`src/rtl/qrs_pkg.sv`:
```
package qrs_pkg;

  localparam int unsigned CoefW = 64;
  localparam int unsigned EpsW  = 32;
  localparam logic [EpsW-1:0] EpsReset = 32'd42950;

  // square root chain: 192-bit radicand, one root bit per cell
  localparam int unsigned RadW      = 192;
  localparam int unsigned RootW     = RadW / 2;
  localparam int unsigned RemW      = RootW + 2;
  localparam int unsigned SqrtCells = RootW;

  // divider chain: 99-bit numerator, 65-bit divisor, one quotient bit per cell
  localparam int unsigned NumW     = 99;
  localparam int unsigned DenW     = 65;
  localparam int unsigned QuoW     = 64;
  localparam int unsigned DivCells = QuoW;
  localparam int unsigned Lanes    = 2;

  typedef enum logic [3:0] {
    K_NONE,   // no real root
    K_ZERO1,  // single root at zero
    K_LIN,    // linear solve
    K_BTEST,  // b near zero, epsilon test pending
    K_BSQ,    // plus/minus square root
    K_CZ,     // c near zero: 0 and -b/a
    K_DISC,   // discriminant sign pending
    K_DZ,     // double root
    K_DP      // two distinct roots
  } kind_e;

  typedef struct packed {
    kind_e             kind;
    logic              sa;
    logic              sb;
    logic              sc;
    logic [CoefW-1:0]  ma;
    logic [CoefW-1:0]  mb;
    logic [CoefW-1:0]  mc;
  } side_t;

  typedef struct packed {
    logic [QuoW-1:0] num;  // low numerator bits still to be brought down
    logic [DenW-1:0] den;
    logic [DenW-1:0] rem;
    logic [QuoW-1:0] quo;
    logic            neg;  // quotient sign
    logic            big;  // quotient at least 2^64
  } lane_t;

endpackage

```
`src/rtl/qrs_div_cell.sv`:
```
module qrs_div_cell #(
  parameter int unsigned Idx = 0
) (
  input  logic                                 clk_i,
  input  logic                                 rst_ni,
  input  logic                                 en_i,
  input  logic                                 valid_i,
  input  qrs_pkg::side_t                       side_i,
  input  qrs_pkg::lane_t [qrs_pkg::Lanes-1:0]  lane_i,
  output logic                                 valid_o,
  output qrs_pkg::side_t                       side_o,
  output qrs_pkg::lane_t [qrs_pkg::Lanes-1:0]  lane_o
);

  qrs_pkg::lane_t [qrs_pkg::Lanes-1:0] lane_d;
  qrs_pkg::lane_t [qrs_pkg::Lanes-1:0] lane_q;
  logic                                valid_q;
  qrs_pkg::side_t                      side_q;

  // one restoring step per lane; remainder stays below the divisor unless big is set
  always_comb begin
    logic [qrs_pkg::DenW:0] cur, diff;
    logic                   take;
    lane_d = lane_i;
    for (int l = 0; l < int'(qrs_pkg::Lanes); l++) begin
      cur  = {lane_i[l].rem, lane_i[l].num[Idx]};
      take = (cur >= {1'b0, lane_i[l].den});
      diff = cur - {1'b0, lane_i[l].den};
      lane_d[l].rem      = take ? diff[qrs_pkg::DenW-1:0] : cur[qrs_pkg::DenW-1:0];
      lane_d[l].quo[Idx] = take;
    end
  end

  always_ff @(posedge clk_i or negedge rst_ni) begin
    if (!rst_ni) begin
      valid_q <= 1'b0;
    end else if (en_i) begin
      valid_q <= valid_i;
    end
  end

  always_ff @(posedge clk_i) begin
    if (en_i) begin
      side_q <= side_i;
      lane_q <= lane_d;
    end
  end

  assign valid_o = valid_q;
  assign side_o  = side_q;
  assign lane_o  = lane_q;

endmodule

```
`config.mk`:
```
export PLATFORM = sky130hd
export DESIGN_NAME = qrs_div_cell
export DESIGN_NICKNAME = d
export VERILOG_FILES = /design/src/rtl/qrs_pkg.sv /design/src/rtl/qrs_div_cell.sv
export SDC_FILE = /design/constraint.sdc
export NUM_CORES = 1
export LEC_CHECK = 0
export BUFFER_PORTS_ARGS = -buffer_cell sky130_fd_sc_hd__buf_4
export CORE_AREA = 4 4 560 562
export CTS_BUF_LIST = sky130_fd_sc_hd__clkbuf_8 sky130_fd_sc_hd__clkbuf_16
export CTS_CLUSTER_DIAMETER = 80
export DETAILED_ROUTE_END_ITERATION = 8
export DIE_AREA = 0 0 564 566
export MAX_ROUTING_LAYER = met4
export PLACE_DENSITY = 0.33
export SETUP_SLACK_MARGIN = 0.2
export SYNTH_ARGS = -nofsm -noshare
export SYNTH_HDL_FRONTEND = slang
export SYNTH_SLANG_ARGS = --single-unit
```
`constraint.sdc`:
```
create_clock -name clk_i -period 1.68 [get_ports clk_i]
set_input_delay 0.336 -clock clk_i [delete_from_list [all_inputs] [get_ports clk_i]]
set_output_delay 0.336 -clock clk_i [all_outputs]
set_load 0.03 [all_outputs]
```
* After elaboration in Yosys (flattened, before gate mapping)
Cells that the tools add are included.
** Operators by class
- $add $sub $neg :: 2
- $lt $le $gt $ge :: 2
- Muxes and demuxes :: 2
** Operators with widths (count)
- 66-bit by 65-bit greater-or-equal comparator with 1-bit output :: 2
- 65-bit two-way mux :: 2
- 65-bit subtractor :: 2
** Word-level totals
- Flip-flop bits (word level) :: 720
- Bits of input ports :: 723
- Output and inout port bits :: 720
- Word-level logic and storage cells :: 26

* Logic depth before layout (Yosys ltp)
- Word-level depth :: 2
- Depth in mapped cells :: 18
- Depth with buffers taken out :: 15

* Least setup slack after synthesis
No wires, ideal clock.
- Path kind :: input-to-reg
- From :: input port lane_i[196] in the netlist's numbering
- To :: register lane_q, in the netlist lane_o[118] (data pin)
- Library setup time :: 260 ps
- Data arrival time :: 3441 ps
- Data required time :: 1420 ps
- Setup slack :: -2022 ps
- Stages :: 18
- Path buffers :: 3
- Path through :: inv_1 ha_1 inv_1 fa_1 nand3_1 nand2_2 a21o_1 or3_1 a221o_1 o211ai_2 a21oi_2 o211ai_4 and2_1 buf_6 inv_2 buf_6 buf_6 mux2_4
** RTL lines
- start, declared :: RTL line qrs_div_cell.sv:9 : input qrs_pkg::lane_t [qrs_pkg::Lanes-1:0] lane_i,
- end signal, assigned :: RTL line qrs_div_cell.sv:45 : lane_q <= lane_d;
- end, declared :: RTL line qrs_div_cell.sv:16 : qrs_pkg::lane_t [qrs_pkg::Lanes-1:0] lane_q;

==> impl_results.md <==
* Final ANT Viol Nets at 0
* FMAX at 346.0 MHz
* Cell count after placement at approximately 8400
* First-pass GRT wire length at slightly above 300000 um
* Post-route cell area at just under 70000 um^2
* Gr ovfl total at 0
* Post-synth EDFFs at between 700 and 800
* FF/Latch Area at 21620 um^2
* Slew Viols, Final at 0
* Max H-tree Level at 3
* Fin nets at about 6000
* Register bit total from synthesis at approximately 700
* I/O Buffers at 1440
* Area of the multi-input gates at about 9700 um^2
* First-pass DRT Iterations at 5
* Via density per instance at 3.302
* CP Capture Type: flip-flop
* Wirelength, routed at 236600 um
* Final min period at around 2.9 ns
* Die area at about 320000 um^2
* Post-synth top flop: edfxtp_1
* Kind of critical path: primary input to flip-flop
* Slew @ Worst Pin at ~0.86 ns
* Synth warn at 0
* Power Density at 974.8 nW/um^2
* Gr usage total at 14.57%
* Max rail drop VDD at 0.8564 mV
* Synth area leader: edfxtp_1
* Total of max-cap violations at 0
* DRT iter0 DRCs at 1598
* P_leak at approximately 28 nW
* Placer Congestion at 0.8735
* Die Wd at 564 um
* Starting Density at about a tenth
* Clock Skew at 0 ns
* TritonCTS sink count at about 700
* Initial antenna violation count at 99
* Final WS setup at -1.210 ns
* Hold crit path type: primary input to flip-flop
* Design Power at around 0.066 W
* Post-Syn Instances at around 2200
* Drt drc at 0
* Max FO, Critical Path at 10
* Netlist cell types at 69
* Post-Layout Cell Count at about 9400
* Vias in the first global route at approximately 33000
* Top post-synthesis cells by count: edfxtp_1, inv_1, a21oi_1
* Total clock buffers created by CTS at 110
* Relative slew slack at 42.70%
* Unrepaired setup endpoints after global routing: yes
* Final worst-path cycle share at 172.1%
* Die Y at approximately 570 um
* Cell with the most instances after synthesis: edfxtp_1
* Fill cells at roughly 33000
* Post-synth ARST share at less than 1%
* Failing checks: negative setup slack
* Setup violations, final at 640
* WHS at ~0.06 ns
* Largest net degree at the start of global routing at 41
* Syn_nets at around 3100
* Area growth, synth to finish at 115.6%
* Core ar. at between 300000 and 400000 um^2
* CTS tree: done
* IO Pins at 1443
* Synth area leaders: edfxtp_1, ha_1, mux2_2
* Worst setup SP type: primary input
* Hold Vio Cnt, Final at 0
* Root Buffer: clkbuf_16
* Row cnt at 204
* Status: finished with violations
* Data required time of the critical path at approximately 2.2 ns
* Cell area after synthesis at between 30000 and 40000 um^2
* Avg Cell Area, Syn at 14.24 um^2
* Vias at roughly 31000
* Share of cells above drive strength 1 at approximately 49%
* Later-pin clock latency in the skew report at ~0.75 ns
* Top cell type's share of synthesized area at around two thirds
* Sequential fraction of the synthesis area at about two thirds
* Area after DPL at roughly 53000 um^2
* Clock transition at path regs at 0.06 ns
* Max Buffers Root-to-Sink at 4
* WL/cell at roughly 25 um
* Dpl hpwl at ~200000 um
* Crit path DAT at roughly 3.4 ns
layer usage:
layer	up-vias	GRT usage, %	wire length (um)
met4	0	3.337	6423
met1	15050	14.91	85230
met5	-	-	0
li1	14300	-	-
met3	329	3.817	17390
met2	1302	27.50	127600
state kept, by name, summed over array words and instances, names as in the netlist:
signal	count
lane_o	520
side_o	199
valid_o	1
per-stage QoR:
| stage | worst slack (ns) | TNS (ns) | utilization [%] |
|---|---|---|---|
| 2_1_floorplan | -1.929 | -206.25 | - |
| 3_3_place_gp | -2.272 | -278.41 | 17.19 |
| 3_5_place_dp | -2.219 | -278.39 | 17.19 |
| 4_1_cts | -1.154 | -247.64 | 21.99 |
| 5_1_grt | -1.270 | -242.61 | 22.09 |
| 6_report | -1.210 | -176.73 | 22.09 |
area by class of cell:
cell class	count	area share, %
clock inverters	86	1.457
well taps	4120	7.569
clock buffers	111	4.078
diodes	16	0.05878
flip-flops and latches	720	31.74
inverters	187	1.108
multi-input cells	1252	14.21
repair buffers	2888	39.78
what timing repair did:
action / 4_1_cts / 5_1_grt
buffers inserted: 28 / 9
gates cloned: 10 / 0
hold buffers: 717 / 4
pin swaps: 46 / 16
setup endpoints to repair: 852 / 852
gates resized for setup: 884 / 32
endpoints found under the hold margin: 733 / 4
worst max-delay path: stages:
cell and delay [ns]:
buf_8 0.11, inv_12 0.04, ha_4 0.14, inv_2 0.04
fa_2 0.38, a21oi_4 0.15, o211ai_1 0.18, nand3_1 0.16
o21ai_2 0.10, buf_12 0.14, a311oi_4 0.27, a21oi_2 0.13
o211ai_1 0.28, and2_4 0.22, o21ai_4 0.06, buf_12 0.20
buf_16 0.16, mux2_2 0.27
logic make-up after synthesis:
group,count (synthesis),synth area share [%]
compound gates,498,9.997
xor+xnor,122,3.382
fa+ha+maj,132,5.276
buf+inv,247,3.050
flops,720,68.43
mux,114,4.163
simple gates,386,5.707
path summary, 6_finish.rpt:
kind | from | slack [ns] | depth (start not counted) | endpoint
min in group asynchronous | rst_ni | 0.41 | 3 | valid_o
worst max register to register | valid_o | 0.90 | 1 | valid_o
worst max-delay path | lane_i[456] | -1.21 | 18 | lane_o[360]
worst min-delay path | lane_i[342] | 0.06 | 4 | lane_o[343]
max in group asynchronous | rst_ni | 1.17 | 3 | valid_o
worst min register to register | valid_o | 0.56 | 1 | valid_o
where the power goes:
group          switching (W)  internal [W]
combinational         0.0101       0.00915
sequential           0.00106        0.0219
clock                0.00950        0.0147
cell usage in the layout, fill, tap and decap left out, types with 8 or more instances in the layout:
| cell type | synthesis | final |
|---|---|---|
| buf_4 | 0 | 1365 |
| buf_6 | 3 | 738 |
| dlygate4sd3_1 | 0 | 721 |
| edfxtp_1 | 719 | 719 |
| inv_1 | 186 | 187 |
| a21oi_1 | 178 | 167 |
| nand2_1 | 125 | 124 |
| clkbuf_16 | 0 | 111 |
| ha_1 | 130 | 107 |
| mux2_2 | 103 | 99 |
| nor2_1 | 89 | 88 |
| xnor2_1 | 82 | 82 |
| o21ai_0 | 92 | 60 |
| a21o_1 | 60 | 60 |
| nand3_1 | 52 | 50 |
| buf_12 | 0 | 47 |
| xor2_1 | 40 | 40 |
| o21bai_1 | 39 | 39 |
| nand4_1 | 35 | 35 |
| nor3_1 | 26 | 23 |
| clkinv_1 | 0 | 21 |
| ha_4 | 0 | 20 |
| o21ai_1 | 2 | 17 |
| bufinv_16 | 0 | 17 |
| diode_2 | 0 | 16 |
| a31oi_1 | 15 | 14 |
| o211ai_1 | 13 | 13 |
| mux2_4 | 9 | 13 |
| inv_6 | 0 | 13 |
| a21oi_2 | 1 | 11 |
| o21a_1 | 12 | 11 |
| and2_1 | 14 | 11 |
| o21ai_2 | 0 | 10 |
| clkinvlp_4 | 0 | 10 |
| buf_16 | 0 | 10 |
| nand2b_1 | 9 | 9 |
| a211oi_1 | 10 | 8 |
| nor2b_1 | 10 | 8 |
| o31ai_1 | 10 | 8 |
(Power assumes the default switching activity.)
