[src/rtl/qrs_pkg.sv]
package qrs_pkg;

  localparam int unsigned CoefW = 64;
  localparam int unsigned EpsW  = 32;
  localparam logic [EpsW-1:0] EpsReset = 32'd42950;

  // square root chain: 192-bit radicand, one root bit per cell
  localparam int unsigned RadW      = 192;
  localparam int unsigned RootW     = RadW / 2;
  localparam int unsigned RemW      = RootW + 2;
  localparam int unsigned SqrtCells = RootW;

  // divider chain: 99-bit numerator, 65-bit divisor, one quotient bit per cell
  localparam int unsigned NumW     = 99;
  localparam int unsigned DenW     = 65;
  localparam int unsigned QuoW     = 64;
  localparam int unsigned DivCells = QuoW;
  localparam int unsigned Lanes    = 2;

  typedef enum logic [3:0] {
    K_NONE,   // no real root
    K_ZERO1,  // single root at zero
    K_LIN,    // linear solve
    K_BTEST,  // b near zero, epsilon test pending
    K_BSQ,    // plus/minus square root
    K_CZ,     // c near zero: 0 and -b/a
    K_DISC,   // discriminant sign pending
    K_DZ,     // double root
    K_DP      // two distinct roots
  } kind_e;

  typedef struct packed {
    kind_e             kind;
    logic              sa;
    logic              sb;
    logic              sc;
    logic [CoefW-1:0]  ma;
    logic [CoefW-1:0]  mb;
    logic [CoefW-1:0]  mc;
  } side_t;

  typedef struct packed {
    logic [QuoW-1:0] num;  // low numerator bits still to be brought down
    logic [DenW-1:0] den;
    logic [DenW-1:0] rem;
    logic [QuoW-1:0] quo;
    logic            neg;  // quotient sign
    logic            big;  // quotient at least 2^64
  } lane_t;

endpackage

[src/rtl/qrs_sqrt_cell.sv]
module qrs_sqrt_cell #(
  parameter int unsigned Idx = 0
) (
  input  logic                          clk_i,
  input  logic                          rst_ni,
  input  logic                          en_i,
  input  logic                          valid_i,
  input  qrs_pkg::side_t                side_i,
  input  logic [qrs_pkg::RadW-1:0]      rad_i,
  input  logic [qrs_pkg::RootW-1:0]     root_i,
  input  logic [qrs_pkg::RemW-1:0]      rem_i,
  output logic                          valid_o,
  output qrs_pkg::side_t                side_o,
  output logic [qrs_pkg::RadW-1:0]      rad_o,
  output logic [qrs_pkg::RootW-1:0]     root_o,
  output logic [qrs_pkg::RemW-1:0]      rem_o
);

  logic [qrs_pkg::RemW+1:0] cur, trial, diff;
  logic                     take;
  logic [qrs_pkg::RootW-1:0] root_d;
  logic [qrs_pkg::RemW-1:0]  rem_d;
  logic                      valid_q;
  qrs_pkg::side_t            side_q;
  logic [qrs_pkg::RadW-1:0]  rad_q;
  logic [qrs_pkg::RootW-1:0] root_q;
  logic [qrs_pkg::RemW-1:0]  rem_q;

  // bring down the next two radicand bits, try root*4+1
  always_comb begin
    cur    = {rem_i, rad_i[2*Idx+1 -: 2]};
    trial  = {2'b00, root_i, 2'b01};
    take   = (cur >= trial);
    diff   = cur - trial;
    root_d = {root_i[qrs_pkg::RootW-2:0], take};
    rem_d  = take ? diff[qrs_pkg::RemW-1:0] : cur[qrs_pkg::RemW-1:0];
  end

  always_ff @(posedge clk_i or negedge rst_ni) begin
    if (!rst_ni) begin
      valid_q <= 1'b0;
    end else if (en_i) begin
      valid_q <= valid_i;
    end
  end

  always_ff @(posedge clk_i) begin
    if (en_i) begin
      side_q <= side_i;
      rad_q  <= rad_i;
      root_q <= root_d;
      rem_q  <= rem_d;
    end
  end

  assign valid_o = valid_q;
  assign side_o  = side_q;
  assign rad_o   = rad_q;
  assign root_o  = root_q;
  assign rem_o   = rem_q;

endmodule

[config.mk]
export PLATFORM = sky130hd
export DESIGN_NAME = qrs_sqrt_cell
export DESIGN_NICKNAME = d
export VERILOG_FILES = /design/src/rtl/qrs_pkg.sv /design/src/rtl/qrs_sqrt_cell.sv
export SDC_FILE = /design/constraint.sdc
export NUM_CORES = 1
export LEC_CHECK = 0
export BUFFER_PORTS_ARGS = -buffer_cell sky130_fd_sc_hd__buf_2
export CAP_MARGIN = 15
export CORE_AREA = 2 2 461 463
export CTS_CLUSTER_DIAMETER = 200
export DETAILED_ROUTE_END_ITERATION = 8
export DIE_AREA = 0 0 463 465
export GPL_ROUTABILITY_DRIVEN = 0
export PLACE_DENSITY = 0.4
export SYNTH_ARGS = -nofsm -noshare
export SYNTH_HDL_FRONTEND = slang
export SYNTH_SLANG_ARGS = --single-unit
[constraint.sdc]
create_clock -name clk_i -period 2.1 [get_ports clk_i]
set_input_delay 0 -clock clk_i [delete_from_list [all_inputs] [get_ports clk_i]]
set_output_delay 0 -clock clk_i [all_outputs]
set_load 0.02 [all_outputs]
Word-level counts from Yosys, hierarchy flattened
Index checks and enable logic that the tools add are counted.

word-level totals
  flip-flop bits (word level) = 586
  bits of input ports = 589
  output and inout port bits = 586
  logic and storage cells = 14

operators by class
  $add $sub $neg = 1
  order comparisons = 1
  mux-type cells = 1

operator list
  operator                                                         count
  100-bit by 98-bit greater-or-equal comparator with 1-bit output  1
  98-bit 2-to-1 mux                                                1
  98-bit subtractor                                                1

Depth between registers and ports, before layout
Gate-level depths: netlist of run 1.

  depth after elaboration = 2
  mapped depth = 17
  mapped depth without buffers = 14

Least setup slack after synthesis of run 1
No wires, ideal clock.

  path type = input-to-reg
  start point = input port root_i[17] in the netlist's numbering
  end point = register rem_q (netlist bit rem_o[84]) (data pin)
  setup time = 0.262 ns
  data arrival time = 3.139 ns
  required time = 1.838 ns
  setup slack = -1.301 ns
  stages = 15
  buffers on the path = 2
  path through = inv_1 > ha_1 > buf_4 > nand2_1 > or3_1 > or4_1 > o21ai_1 > o21a_2 > o2111ai_1 > a2111o_1 > a21oi_2 > nor2_2 > inv_4 > buf_8 > mux2_1

between the ends
  word-level cells in the longest chain between the ends = 2
  elaborated cells between the ends (all ways) = 3
  classes of those cells = add/sub (1); order compare (1); mux (1)

ends and longest elaborated chain
  element                                                                                                      RTL line                                  source
  start, declared                                                                                              qrs_sqrt_cell.sv:10                       input logic [qrs_pkg::RootW-1:0] root_i,
  98-bit subtractor / 100-bit by 98-bit greater-or-equal comparator with 1-bit output (equally long branches)  qrs_sqrt_cell.sv:34, qrs_sqrt_cell.sv:33
  98-bit 2-to-1 mux (*)                                                                                        qrs_sqrt_cell.sv:36                       rem_d = take ? diff[qrs_pkg::RemW-1:0] : cur[qrs_pkg::RemW-1:0];
  net rem_d, one bit                                                                                           qrs_sqrt_cell.sv:22                       logic [qrs_pkg::RemW-1:0] rem_d;
  end signal, assigned                                                                                         qrs_sqrt_cell.sv:52                       rem_q <= rem_d;
  end, declared                                                                                                qrs_sqrt_cell.sv:27                       logic [qrs_pkg::RemW-1:0] rem_q;

Mark *: on every way through the listed nets, which the timed path passes. The rest lies on a longest branch.
A chain may end at the register's enable or synchronous reset.

Worst setup path in the final report of run 1
  start point = input port root_i[27] in the netlist's numbering
  end point = register rem_q (netlist bit rem_o[80]) (data pin)

Same word-level chain as after synthesis.

==> results.py, run 1 <==
metrics = {
    "synth": {
        "synth_area_um2": 25300,
        "synth_adder_area_share": 0.0485,
        "synth_compound_area_frac": 0.109,
        "synth_nets": 2583,
        "ys_types": 67,
        "yosys_warnings": 0,
        "synth_top_family_by_area": "compound AO/OA/AOI/OAI gates",
        "synth_seq_cells": 586,
        "synth-xor-area-share": 0.0326,
        "avgSynthCellArea_um2": 13.3,
        "synth_top_flop_cell": "edfxtp_1",
        "syn_inst": 1896,
        "synthMuxAreaShare": 0.00168,
        "yosys.area_share.simple": 0.0790,
        "synth_edf_count": 585,
        "ys_seq_area_frac": 0.696,
        "synthArstFlopShare": 0.00171,
    },
    "global_routing": {
        "overflow": 0,
        "grt_pass1_vias": 28755,
        "grt_antenna_before_repair": 52,
        "grt_pass1_wl_mm": 214,
        "grt_util_all_layers": 0.139,
        "grt_start_max_net_pins": 47,
    },
    "timing": {
        "min_period_ps": 2780,
        "slew_violations": 0,
        "max_slew_margin": 0.560,
        "finalSetupViolCount": 99,
        "fin_skew_ps": 0,
        "tns_ps": -58730,
        "hold_slack_ps": -338,
        "fin_crit_sh": 1.33,
        "fin_ws_ps": -684,
        "worstMarginPinSlew_ps": 660,
        "final-hold-violation-count": 8,
        "fmax_ghz": 0.359,
        "rsz0062_at_grt": "true",
    },
    "floorplanning": {
        "rows": 169,
        "die_area_um2": 215000,
        "dieWidth_um": 463,
        "die_h_um": 465,
        "initial_core_util": 0.120,
        "io_pins": 1175,
        "core_um2": 211000,
    },
    "clock_tree": {
        "path_clk_slew_ps": 60,
        "worstSkewPairLatency_ps": 670,
        "tritoncts": "yes",
        "clk_path_buf_depth": 3,
        "h-tree-depth": 3,
        "cts.sinks": 586,
        "cts_made_buffers": 75,
        "clockRootBuffer": "clkbuf_16",
    },
    "flow_run": {
        "drv_cap": 0,
    },
    "placed_design": {
        "numPortBuffers": 1174,
        "dp.cells": 6418,
        "dp_hpwl_mm": 123,
        "place_ws_ps": -2440,
    },
    "worst_setup_path": {
        "cp-end-kind": "register",
        "crit_family": "compound AO/OA/AOI/OAI gates",
        "cp_slowest_cell": "or3_4",
        "max_stage_delay_ps": 410,
        "path_buf_inv": 7,
        "cp.arrival_ps": 3210,
        "rr_startpoint": "valid_o",
        "path_class": "input port to register",
        "path_cells": "buf_6 > inv_1 > ha_4 > a21oi_4 > o21ai_1 > a211oi_2 > o21ai_2 > or3_4 > o2111ai_4 > buf_12 > a2111o_1 > a21oi_4 > nor2_4 > clkinv_4 > buf_12 > buf_4 > buf_6 > nor2_1 > a21oi_2",
        "critPathRequiredTime_ps": 2530,
        "critPathLaunchType": "input port",
        "critical_path.startpoint": "root_i[27]",
        "worst-path-max-fanout": 7,
    },
    "final_layout": {
        "drive_gt1_frac": 0.459,
        "fin_nets": 5391,
        "final_cell_count_no_fill": 7613,
        "synthToLayoutAreaGrowth_pct": 113,
    },
    "pwr": {
        "irDropWorstVdd_uv": 615,
        "p_leak_uw": 0.0227,
        "total_power_uw": 39000,
        "p_per_area_nw_per_um2": 724,
    },
    "drt": {
        "vias": 27241,
        "viasPerCell": 3.58,
        "wl_per_cell_um": 20.5,
        "firstDrtPassIters": 5,
        "drc": 0,
        "drt_iter0_markers": 1435,
        "drt_wl_total_mm": 156,
        "drtAntennaViolNets": 0,
    },
    "worst_hold_path": {
        "hold_class": "input port to register",
        "hp-start": "rem_i[9]",
    },
    "status": {
        "status": "complete, but fails checks",
        "violations": "negative hold slack, negative setup slack",
    },
}
cell type report:
| class | instances | area [µm²] |
|---|---|---|
| diodes | 27 | 67.6 |
| clock inverters | 47 | 654 |
| multi-input cells | 1112 | 8450 |
| well taps | 2821 | 3530 |
| repair buffers | 2799 | 21200 |
| fillers | 22371 | 157000 |
| flip-flops and latches | 586 | 17600 |
| inverters | 130 | 510 |
| clock buffers | 91 | 1970 |
per-layer routing:
metal  GRT usage  share of wire
met4      0.0464          0.035
met1       0.153           0.38
met2       0.258           0.52
met5           0        0.00013
met3      0.0337          0.062
sequential cells by signal (all words and copies together), names as in the netlist:
register  cells
rem_o        98
side_o      199
root_o       96
rad_o       192
valid_o       1
synth_stat cells (4+ instances only):
cell / number / area, µm²
a211oi_1: 11 / 82.6
a21boi_0: 4 / 30.0
a21o_1: 31 / 233
a21oi_1: 226 / 1130
a31o_2: 4 / 35.0
a31oi_1: 10 / 62.6
and3_1: 5 / 31.3
buf_4: 10 / 75.1
buf_6: 8 / 90.1
clkbuf_1: 47 / 176
edfxtp_1: 585 / 17600
ha_1: 98 / 1230
inv_1: 129 / 484
nand2_1: 134 / 503
nand2b_1: 5 / 31.3
nand3_1: 18 / 90.1
nand4_1: 51 / 319
nor2_1: 169 / 634
nor3_1: 26 / 130
nor4_1: 8 / 50.1
o211ai_1: 11 / 82.6
o21a_1: 15 / 113
o21ai_0: 96 / 480
o21bai_1: 22 / 165
o31ai_1: 8 / 60.1
or2_2: 4 / 25.0
or3_1: 7 / 43.8
xnor2_1: 54 / 473
xor2_1: 40 / 350
power breakdown:
| part | switching, µW | internal [µW] |
|---|---|---|
| combinational | 5710 | 4870 |
| clock | 5740 | 8150 |
| sequential | 364 | 14200 |
| total | 11800 | 27200 |
what timing repair did:
item / in CTS / in global routing
gates cloned: 2 / 2
setup buffers: 28 / 12
hold buffers: 970 / 30
endpoints found under the setup margin: 99 / 99
pin swaps: 55 / 56
gates resized for setup: 224 / 142
endpoints found under the hold margin: 792 / 36
cell usage in the layout (no fill, tap or decap), drive strengths merged, types with 6 or more instances in the layout:
cell         count
or3              7
diode           27
nand2          134
clkinv          25
o31ai            8
edfxtp         585
a31oi           10
o21bai          22
a211oi          11
clkbuf          94
nor3            26
o21ai           97
o211ai          11
nor2           170
nor4             8
clkinvlp         6
xnor2           54
xor2            40
ha              98
nand3           18
nand4           51
buf           1800
a21o            31
a21oi          227
bufinv          11
inv            135
dlygate4sd3    996
o21a            16
kinds of logic (layout without fill, tap and decap cells):
kind of cell	count (synthesis)	count (layout)
other	0	27
buffers and inverters	198	3067
xor gates and xnor gates	94	94
DFF	586	586
and+or+nand+nor	446	446
muxes	4	4
adders and majority gates	98	98
AOI/OAI and AO/OA	470	470
metrics by stage:
stage	hold WS [ps]	util	cell area [µm²]
2_1_floorplan	-296	-	25600
3_3_place_gp	-196	0.187	39400
3_5_place_dp	-194	0.187	39400
4_1_cts	-578	0.251	53000
5_1_grt	-382	0.256	53900
6_report	-338	0.256	54000
final timing paths:
| kind | to | slack (ps) | cells past startpoint |
|---|---|---|---|
| setup / recovery | rem_o[80] | -680 | 19 |
| hold / removal | rem_o[11] | -340 | 3 |
| setup reg to reg | valid_o | 800 | 2 |
| hold reg to reg | valid_o | 1060 | 2 |
| max in group asynchronous | valid_o | 1460 | 3 |
| min in group asynchronous | valid_o | 530 | 3 |
worst min-delay path: stages:
cell     delay [ps]
buf_2           100
nor2_1           50
a21oi_2          90
Power figures use the tool's default switching activity.
==> inputs of run 2 (changes only) <==
CORE_AREA = 2 2 456 458   (was 2 2 461 463)
DIE_AREA = 0 0 458 460   (was 0 0 463 465)
PLACE_DENSITY = 0.41   (was 0.4)
==> results.py, run 2 (synthesis results as in run 1) <==
metrics = {
    "status": {
        "status": "complete, but fails checks",
        "violations": "negative hold slack, negative setup slack",
    },
    "pwr": {
        "p_leak_uw": 0.0226,
        "total_power_uw": 38500,
        "p_per_area_nw_per_um2": 718,
        "cell_internal_pwr_uw": 26600,
        "seq_power_share": 0.379,
        "irDropWorstVdd_uv": 566,
        "pwr-share-clk": 0.343,
        "swShare": 0.310,
        "p_comb_frac": 0.278,
        "p_sw_uw": 11900,
    },
    "timing": {
        "fin_skew_ps": 0,
        "finalSetupViolCount": 99,
        "hold_slack_ps": -538,
        "fmax_ghz": 0.337,
        "fin_ws_ps": -870,
        "final-hold-violation-count": 14,
        "min_period_ps": 2970,
        "worstMarginPinSlew_ps": 668,
        "rsz0062_at_grt": "true",
        "slew_violations": 0,
        "fin_crit_sh": 1.41,
        "max_slew_margin": 0.552,
    },
    "drt": {
        "wl_per_cell_um": 22.0,
        "drc": 0,
        "vias": 27590,
        "drt_iter0_markers": 1599,
        "firstDrtPassIters": 5,
        "viasPerCell": 3.69,
        "drtAntennaViolNets": 0,
        "drt_wl_total_mm": 165,
    },
    "floorplanning": {
        "initial_core_util": 0.123,
        "core_um2": 206000,
        "io_pins": 1175,
        "die_area_um2": 211000,
        "dieWidth_um": 458,
        "die_h_um": 460,
        "rows": 167,
    },
    "worst_setup_path": {
        "reg2reg_depth": 1,
        "critical_path.startpoint": "root_i[15]",
        "path_cells": "buf_8 > inv_8 > ha_4 > nand2_4 > or3_4 > or4_4 > o21ai_4 > o21a_4 > o2111ai_4 > a2111o_1 > a21oi_4 > nor2_4 > clkinv_8 > buf_12 > buf_16 > buf_8 > a21oi_4",
        "crit_family": "compound AO/OA/AOI/OAI gates",
        "path_class": "input port to register",
        "critPathRequiredTime_ps": 2550,
        "cp-end-kind": "register",
        "rr_startpoint": "valid_o",
        "path_buf_inv": 6,
        "worst-path-max-fanout": 8,
        "critPathLaunchType": "input port",
        "cp.arrival_ps": 3420,
        "cp_slowest_cell": "or4_4",
        "max_stage_delay_ps": 560,
        "timing.rr.end": "valid_o",
        "ff2ff_setup_slack_ps": 1350,
    },
    "clock_tree": {
        "cts_made_buffers": 77,
        "h-tree-depth": 3,
        "worstSkewPairLatency_ps": 700,
        "path_clk_slew_ps": 60,
        "tritoncts": "yes",
        "clockRootBuffer": "clkbuf_16",
        "clk_path_buf_depth": 3,
        "cts.sinks": 586,
    },
    "final_layout": {
        "mostFrequentLayoutCells": "buf_2 (1157), dlygate4sd3_1 (979), edfxtp_1 (585)",
        "fin_nets": 5374,
        "fillers": 21709,
        "synthToLayoutAreaGrowth_pct": 112,
        "drive_gt1_frac": 0.457,
        "final_cell_count_no_fill": 7476,
        "fin_area_um2": 53600,
        "layout_commonest_cell": "buf_2",
        "largest_register_ffs": 199,
    },
    "placed_design": {
        "place_area_um2": 39000,
        "dp_hpwl_mm": 126,
        "numPortBuffers": 1174,
        "dp.cells": 6275,
    },
    "global_routing": {
        "grt_start_max_net_pins": 62,
        "grt_pass1_wl_mm": 220,
        "grt_util_all_layers": 0.148,
        "grt_antenna_before_repair": 75,
        "grt_pass1_vias": 28609,
        "overflow": 0,
    },
    "worst_hold_path": {
        "hp-start": "root_i[31]",
        "min_path_cells": 1,
        "worstHoldEndpoint": "root_o[32]",
        "hold_class": "input port to register",
    },
    "flow_run": {
        "drv_cap": 0,
    },
}
run 2: worst max path at each step:
| stage | end | slack (ps) | cells past startpoint |
|---|---|---|---|
| after floorplan | rem_o[84] | -1010 | 15 |
| after global placement | rem_o[86] | -2420 | 17 |
| after detailed placement | rem_o[86] | -2440 | 17 |
| after CTS | rem_o[84] | -860 | 16 |
| after global routing | rem_o[38] | -900 | 17 |
| final | rem_o[38] | -870 | 17 |
run 2: cell type report:
type                    instances  area, µm²  share of cell area
repair buffers               2780      21300               0.397
flip-flops and latches        586      17600               0.328
multi-input cells            1112       8290               0.155
well taps                    2704       3380              0.0632
clock buffers                  90       2000              0.0373
inverters                     130        518             0.00967
clock inverters                43        455             0.00850
diodes                         31       77.6             0.00145
run 2: timing repair:
item                                   4_1_cts  5_1_grt
endpoints found under the hold margin      847       26
pin swaps                                   40       49
cloned                                       9        6
setup endpoints to repair                   99       99
hold buffers                               964       15
buffers inserted                            31       22
resized for setup                          239      139
run 2: per-layer routing:
metal,up-vias,wire (µm),global-route usage
li1,12705,-,-
met5,-,147,0
met1,13574,62400,0.161
met4,24,5420,0.0535
met2,1051,85700,0.271
met3,236,10900,0.0428
run 2: power groups by stage:
| stage | clock network [µW] | logic (µW) | registers (µW) |
|---|---|---|---|
| after floorplan | 0 | 2150 | 16200 |
| after global placement | 0 | 8430 | 14800 |
| after detailed placement | 0 | 8410 | 14800 |
| after CTS | 13600 | 10500 | 14600 |
| after global routing | 14000 | 11400 | 14700 |
| final | 13200 | 10700 | 14600 |
run 2: metrics by stage:
step	TNS, ps	util	worst slack, ps
global placement	-186370	0.189	-2420
detailed placement	-185160	0.189	-2440
floorplan	-87850	-	-1010
CTS	-73140	0.255	-859
global route	-80850	0.260	-904
finish	-76160	0.260	-870
==> inputs of run 3 (changes only) <==
clock period = 3.68 ns   (was 2.1 ns; I/O delays follow)
==> results.py, run 3 (synthesis results as in run 1) <==
metrics = {
    "status": {
        "status": "complete, but fails checks",
        "violations": "negative hold slack",
    },
    "final_layout": {
        "fillers": 21993,
        "largest_register_ffs": 199,
        "drive_gt1_frac": 0.367,
        "synthToLayoutAreaGrowth_pct": 94.0,
        "layout_commonest_cell": "buf_2",
        "fin_nets": 5047,
        "mostFrequentLayoutCells": "buf_2 (1173), dlygate4sd3_1 (965), edfxtp_1 (585)",
    },
    "pwr": {
        "irDropWorstVdd_uv": 310,
        "swShare": 0.308,
        "p_leak_uw": 0.0206,
        "p_per_area_nw_per_um2": 431,
        "pwr-share-clk": 0.359,
        "cell_internal_pwr_uw": 14600,
        "p_comb_frac": 0.247,
        "p_sw_uw": 6520,
        "seq_power_share": 0.394,
    },
    "drt": {
        "wl_per_cell_um": 21.8,
        "drt_wl_total_mm": 156,
        "drc": 0,
        "drt_iter0_markers": 1662,
        "vias": 26059,
        "firstDrtPassIters": 7,
        "drtAntennaViolNets": 0,
        "viasPerCell": 3.64,
    },
    "clock_tree": {
        "clk_path_buf_depth": 3,
        "cts_made_buffers": 75,
        "path_clk_slew_ps": 60,
        "cts.sinks": 586,
        "h-tree-depth": 3,
        "tritoncts": "yes",
        "clockRootBuffer": "clkbuf_16",
        "worstSkewPairLatency_ps": 690,
    },
    "flow_run": {
        "drv_cap": 0,
    },
    "floorplanning": {
        "io_pins": 1175,
        "rows": 167,
        "die_h_um": 460,
        "dieWidth_um": 458,
        "initial_core_util": 0.123,
        "core_um2": 206000,
        "die_area_um2": 211000,
    },
    "worst_setup_path": {
        "critical_path.startpoint": "rem_i[19]",
        "critPathRequiredTime_ps": 4110,
        "cp.arrival_ps": 4020,
        "rr_startpoint": "valid_o",
        "path_class": "input port to register",
        "ff2ff_setup_slack_ps": 2940,
        "reg2reg_depth": 1,
        "timing.rr.end": "valid_o",
        "critPathLaunchType": "input port",
        "cp-end-kind": "register",
        "timing.critical_path.to": "rem_o[77]",
        "worst-path-max-fanout": 4,
    },
    "timing": {
        "worstMarginPinSlew_ps": 924,
        "final-hold-violation-count": 8,
        "fin_ws_ps": 88.1,
        "fin_skew_ps": 0,
        "slew_violations": 0,
        "min_period_ps": 3590,
        "rsz0062_at_grt": "false",
        "finalSetupViolCount": 0,
        "hold_slack_ps": -436,
        "fmax_ghz": 0.278,
        "fin_crit_sh": 0.976,
        "tns_ps": 0,
        "max_slew_margin": 0.384,
    },
    "global_routing": {
        "grt_util_all_layers": 0.140,
        "overflow": 0,
        "grt_start_max_net_pins": 68,
        "grt_antenna_before_repair": 62,
        "grt_pass1_vias": 26806,
        "grt_pass1_wl_mm": 207,
    },
    "placed_design": {
        "numPortBuffers": 1174,
        "dp_hpwl_mm": 125,
        "place_ws_ps": -596,
    },
    "worst_hold_path": {
        "hold_class": "input port to register",
    },
}
==> run 3: cell types whose count changed in the layout (fill, tap and decap cells not counted), moves of 25 or more <==
| cell | previous run | this run |
|---|---|---|
| buf_4 | 554 | 300 |
| a21oi_1 | 135 | 224 |
| a21oi_2 | 77 | 3 |
| buf_6 | 41 | 0 |
| o21ai_0 | 63 | 93 |
| nor2_1 | 140 | 169 |
| ha_1 | 71 | 97 |
| ha_4 | 25 | 0 |
==> run 3: worst min path at each step <==
stage | start | endpoint | slack, ps | cells after the start
floorplan | rst_ni | valid_o | -300 | 0
global placement | rst_ni | valid_o | -200 | 1
detailed placement | rst_ni | valid_o | -200 | 1
CTS | root_i[11] | root_o[12] | -580 | 1
global route | rad_i[1] | rad_o[1] | -490 | 1
finish | rad_i[1] | rad_o[1] | -440 | 1
==> run 3: area by class of cell <==
class                           instances  area [µm²]  area share
Clock inverter                         45         542      0.0110
Antenna cell                           31        77.6     0.00158
Inverter                              130         493      0.0100
Clock buffer                           93        1940      0.0396
Tap cell                             2704        3380      0.0690
Multi-Input combinational cell       1112        6910       0.141
Timing Repair Buffer                 2455       18100       0.369
Sequential cell                       586       17600       0.359
==> run 3: metal layers <==
metal	track usage	vias to the layer above	part of all wire
li1	-	12039	-
met1	0.156	12678	0.38
met2	0.253	1084	0.51
met3	0.0324	248	0.068
met4	0.0619	10	0.046
met5	0	-	0.00039
==> run 3: repair_timing <==
item | 4_1_cts | 5_1_grt
buffers inserted | 0 | 2
hold endpoints to repair | 630 | 19
resized for setup | 0 | 15
setup endpoints to repair | 0 | 22
hold buffers | 950 | 15
==> run 3: worst max-delay path, stage by stage <==
cell	delay, ps
buf_2	90
dlygate4sd3_1	570
ha_1	330
nand2_1	110
buf_4	110
nor2_1	40
a21oi_1	190
o21ai_0	150
buf_4	180
a2111oi_1	610
buf_4	230
a21oi_1	60
buf_4	150
nor3_1	390
buf_4	200
o21bai_1	110
a21oi_1	210
xor2_1	180
a21oi_1	80
==> run 3: per-stage QoR <==
step | utilization | instance area (µm²) | power (µW) | instances
after CTS | 0.236 | 48700 | 21500 | 7106
after global routing | 0.238 | 49000 | 22000 | 7148
after floorplan | - | 25300 | 10400 | 1896
after detailed placement | 0.178 | 36700 | 12800 | 6018
final | 0.238 | 49100 | 21200 | 7156
after global placement | 0.178 | 36700 | 12800 | 6018
==> run 3: power groups by stage <==
stage	Clock, µW	Combinational, µW	Sequential (µW)
after floorplan	0	1130	9230
after global placement	0	4360	8460
after detailed placement	0	4350	8460
after CTS	7900	5240	8330
after global routing	8100	5570	8380
final	7600	5220	8330
